[src/rj_mul.sv]
`default_nettype none

// unsigned multiply, b split in two halves, two stages
module rj_mul #(
    parameter int AW = 32,
    parameter int BW = 32
) (
    input  wire logic             i_clk,
    input  wire logic             i_en,
    input  wire logic [AW-1:0]    i_a,
    input  wire logic [BW-1:0]    i_b,
    output      logic [AW+BW-1:0] o_p
);
    localparam int BL = (BW + 1) / 2;
    localparam int BH = BW - BL;

    logic [AW+BL-1:0] r_lo;
    logic [AW+BH-1:0] r_hi;
    logic [AW+BW-1:0] r_p;

    always_ff @(posedge i_clk) begin
        if (i_en) begin
            r_lo <= i_a * i_b[BL-1:0];
            r_hi <= i_a * i_b[BW-1:BL];
            r_p  <= ((AW+BW)'(r_hi) << BL) + (AW+BW)'(r_lo);
        end
    end

    assign o_p = r_p;

endmodule

`default_nettype wire

[config.mk]
export PLATFORM = sky130hd
export DESIGN_NAME = rj_mul
export DESIGN_NICKNAME = d
export VERILOG_FILES = /design/src/rj_mul.sv
export SDC_FILE = /design/constraint.sdc
export NUM_CORES = 2
export LEC_CHECK = 0
export BUFFER_PORTS_ARGS = -buffer_cell sky130_fd_sc_hd__buf_2
export CORE_MARGIN = 2
export CORE_UTILIZATION = 60
export CTS_CLUSTER_SIZE = 25
export DETAILED_ROUTE_END_ITERATION = 16
export GPL_ROUTABILITY_DRIVEN = 1
export PLACE_DENSITY = 0.84
export SYNTH_ARGS = -nofsm -noshare
export SYNTH_HDL_FRONTEND = slang
export SYNTH_SLANG_ARGS = --single-unit
[constraint.sdc]
create_clock -name i_clk -period 6 [get_ports i_clk]
set_input_delay 0 -clock i_clk [delete_from_list [all_inputs] [get_ports i_clk]]
set_output_delay 0 -clock i_clk [all_outputs]
set_load 0.02 [all_outputs]
Word level (Yosys, flattened, before mapping):

Index checks and enable logic that the tools add are counted.
W data, S select, Z words.

* $add $sub $neg: 1
* $mul: 2

Operators with widths (number)
* $mul A32 B16 Y48: 2
* $add A64 B48 Y64: 1

* register bits after elaboration: 160
* input bits: 66

Longest topological paths before layout:

* word-level depth: 1
* gate-level depth with buffers: 25
* depth with buffers taken out: 24

Least setup slack after synthesis:

No wires, ideal clock.

* path kind: input to register
* start point: input i_a[10]
* end point: register r_hi[44], data pin
* library setup time: 262 ps
* arrival time: 5704 ps
* required time: 5738 ps
* slack: 34 ps
* cell stages on the path: 20
* path through: clkbuf_1 nand2_1 fa_1 fa_1 fa_1 fa_1 inv_1 fa_1 fa_1 ha_1 a21o_1 a21o_1 a21oi_2 o21ai_1 or4_4 a311oi_2 nor3_1 a2111oi_1 o21bai_1 xor2_1

* longest elaborated chain between the ends: 1

RTL lines
* from (decl): line 10 `input wire logic [AW-1:0] i_a,`
* $mul A32 B16 Y48: line 24 `r_hi <= i_a * i_b[BW-1:BL];`
* to (signal assigned): line 24
* to (decl): line 18 `logic [AW+BH-1:0] r_hi;`

No other way between the ends.
A chain may end at the register's enable or synchronous reset.

Worst setup path in the final report:

* start point: input i_a[8]
* end point: register r_lo[32], data pin

* longest elaborated chain between the ends: 1

RTL lines
* $mul A32 B16 Y48: line 23 `r_lo <= i_a * i_b[BL-1:0];`
* to (signal assigned): line 23
* to (decl): line 17 `logic [AW+BL-1:0] r_lo;`

No other way between the ends.

==> metrics.md <==
| Metric | Value |
|---|---|
| Seq/Total Area, Yosys | `12.3%` |
| HP Start | `i_b[17]` |
| DRT antenna net count | `0` |
| Vias per cell | `5.68` |
| First-pass GRT wire length | `around 170 mm` |
| Final Skew | `approximately 0.027 ns` |
| Hold Fails Final Rpt | `0` |
| Worst Tran Pin Value | `between 0.9 and 1 ns` |
| Clk_lat worst skew | `about 0.50 ns` |
| Synth warnings | `0` |
| Area delta synth->final | `13.7%` |
| Mean post-synth cell area | `between 9 and 10 um2` |
| R2R cell count | `13` |
| Outcome | `complete, no violations` |
| Top cell type's share of synthesized area | `42.7%` |
| CTS clk-pin slew, worst paths | `about 0.090 ns` |
| # setup viols final | `0` |
| Number of global-route vias before repair | `~34,000` |
| CTS tree | `yes` |
| Die H | `~260 um` |
| Worst path max stage delay | `around 0.57 ns` |
| Post-Syn Nets | `5,411` |
| Slowest cell on crit path | `o211ai_1` |
| Worst EP required | `between 6 and 7 ns` |
| Layout Nets | `between 5,000 and 6,000` |
| Num CTS Buffers | `17` |
| All-Layer GR Usage | `32.5%` |
| CTS max path bufs | `2` |
| Final Max Slew Viols | `0` |
| Crit path DAT | `6.19 ns` |
| WL final | `104 mm` |
| # H-tree levels | `4` |
| Max-slew headroom | `between 30% and 40%` |
| Reg-to-reg startpoint | `r_lo[16]` |
| Pre-Repair DR Iteration Count | `5` |
| Fin crit share | `between 90% and 100%` |
| Routed len/inst | `between 15 and 20 um` |
| Most used cell, CP | `fa_1` |
| Fillers | `between 4,000 and 5,000` |
| Peak Freq | `around 0.17 GHz` |
| Hold Crit Depth | `3` |
| Initial Util | `between 60% and 70%` |
| Most common cell after layout, fill and taps aside | `inv_1` |
| Largest net degree at the start of global routing | `140` |
| CTS Root Buffer Type | `clkbuf_16` |
| Top FF cell, synth | `edfxtp_1` |
| Library cells used by synthesis | `roughly 70` |
| Setup ws final | `about 0.043 ns` |
| I/O Pins | `130` |
| Post-synth top area cell | `fa_1` |
| Worst setup SP type | `input pin` |
| R2r endpoint | `o_p[62]` |
| Gpl congestion | `around 0.97` |
| Synthesized flop and latch total | `160` |
| Synth Cell Area | `slightly below 0.04 mm2` |
| Port Buf Inserts | `129` |
| CP endpoint kind | `register` |
| Place WS | `-0.543 ns` |
| Synth async-reset ratio | `0%` |
| Syn Inst Count | `4,236` |
| Slack of the worst reg-to-reg path | `approximately 2.4 ns` |
| # Max-Cap Violations | `0` |
| Post-synth EDFFs | `160` |
| Ratio of cells with drive above 1 in the final layout | `between 10% and 20%` |
| First DRT Iteration DRCs | `around 2,700` |
| Row count | `93` |
| Post-DP HPWL | `~86 mm` |
| Synth area leaders | `fa_1 43%, edfxtp_1 12%, inv_1 8.7%` |
| Via count | `between 30,000 and 40,000` |
| Most frequent cells in the layout | `910 x inv_1, 834 x fa_1, 670 x nand2_1` |
| DRC viols | `0` |
| Total gr overflow | `0` |
| Die area | `slightly below 0.07 mm2` |
| Die Width | `260 um` |
| Worst Setup Path Type | `in2reg` |
| Hold WC Path Type | `in2reg` |
| Critical path peak fanout | `12` |
| End of the worst hold path | `r_hi[1]` |
| Post-layout minimum cycle time | `5.96 ns` |
| Initial antenna violation count | `5` |
| Clk sink count | `160` |
| Core ar. | `around 0.065 mm2` |
per-stage QoR:
stage | cell area (um2) | instances | utilization (%) | setup TNS (ns) | hold slack, ns
finish | 44600 | 5464 | 69.0 | 0 | 0.0911
global route | 44600 | 5464 | 69.0 | -0.298 | 0.102
CTS | 44200 | 5459 | 68.5 | 0 | 0.0471
detailed placement | 43600 | 5426 | 67.5 | -14.59 | 0.405
global placement | 43600 | 5426 | 67.5 | -8.54 | 0.401
floorplan | 39200 | 4236 | - | 0 | 0.112
worst max-delay path: cells and delay by family:
| family | cells | cell delay (ns) |
|---|---|---|
| compound gates | 3 | 1.20 |
| fa+ha+maj | 7 | 3.20 |
| buf+inv | 9 | 1.06 |
| simple gates | 6 | 0.71 |
what timing repair did:
action / CTS / global route
hold endpoints to repair: 21 / 0
endpoints found under the setup margin: 7 / 31
pin swaps: 0 / 17
gates cloned: 0 / 0
buffers inserted: 0 / 4
hold buffers: 1 / 0
gates resized for setup: 3 / 56
logic make-up (layout without fill, tap and decap cells):
| logic type | count (synthesis) | after routing | share of synthesized area, % |
|---|---|---|---|
| and+or+nand+nor | 1349 | 1349 | 16.6 |
| buffers and inverters | 1128 | 1500 | 10.8 |
| adders and majority gates | 1109 | 1109 | 51.4 |
| AOI/OAI and AO/OA | 364 | 364 | 6.05 |
| DFF | 160 | 160 | 12.3 |
| xor gates and xnor gates | 126 | 126 | 2.82 |
| other | 0 | 1 | 0 |
routing by layer:
metal  global-route usage, %  wire [um]
met1                    39.2      36900
met2                    54.4      50800
met3                    4.65       7830
met4                    21.9       8000
met5                       0         39
cells in the mapped netlist, types with 6 or more instances:
cell type	number
o21a_1	8
inv_1	910
edfxtp_1	160
and2_1	428
nand2_1	670
a31oi_1	14
and3_1	19
ha_1	272
a21o_1	64
nor2_1	77
xnor2_1	85
a211oi_1	7
o21bai_1	21
o21ai_1	19
o21ai_0	39
xor2_1	41
nand3_1	44
a21oi_1	126
nand2b_1	15
fa_1	837
nor2b_1	25
nor3_1	28
clkbuf_1	214
o31ai_1	6
nand4_1	16
area by class of cell:
type | count | area, um2 | area share, %
Multi-Input combinational cell | 2948 | 30400 | 68.2
Clock inverter | 15 | 203 | 0.455
Clock buffer | 17 | 425 | 0.955
Sequential cell | 160 | 4800 | 10.8
Timing Repair Buffer | 558 | 4240 | 9.52
Antenna cell | 1 | 2.50 | 0.00562
Tap cell | 855 | 1070 | 2.40
Inverter | 910 | 3420 | 7.67
worst max-delay path by stage:
stage / startpoint / endpoint / cells after the start
finish: i_a[8] / r_lo[32] / 25
global route: i_a[8] / r_lo[32] / 25
CTS: i_a[8] / r_lo[44] / 24
detailed placement: i_a[6] / r_lo[38] / 25
global placement: i_a[6] / r_lo[38] / 25
floorplan: i_a[10] / r_hi[44] / 20
sequential cells by signal (all words and copies together), names as in the netlist:
| signal | count |
|---|---|
| o_p | 64 |
| r_hi | 48 |
| r_lo | 48 |
Power is not shown: default switching activity piles up to over one toggle a cycle in this logic, so the estimate is an artifact.
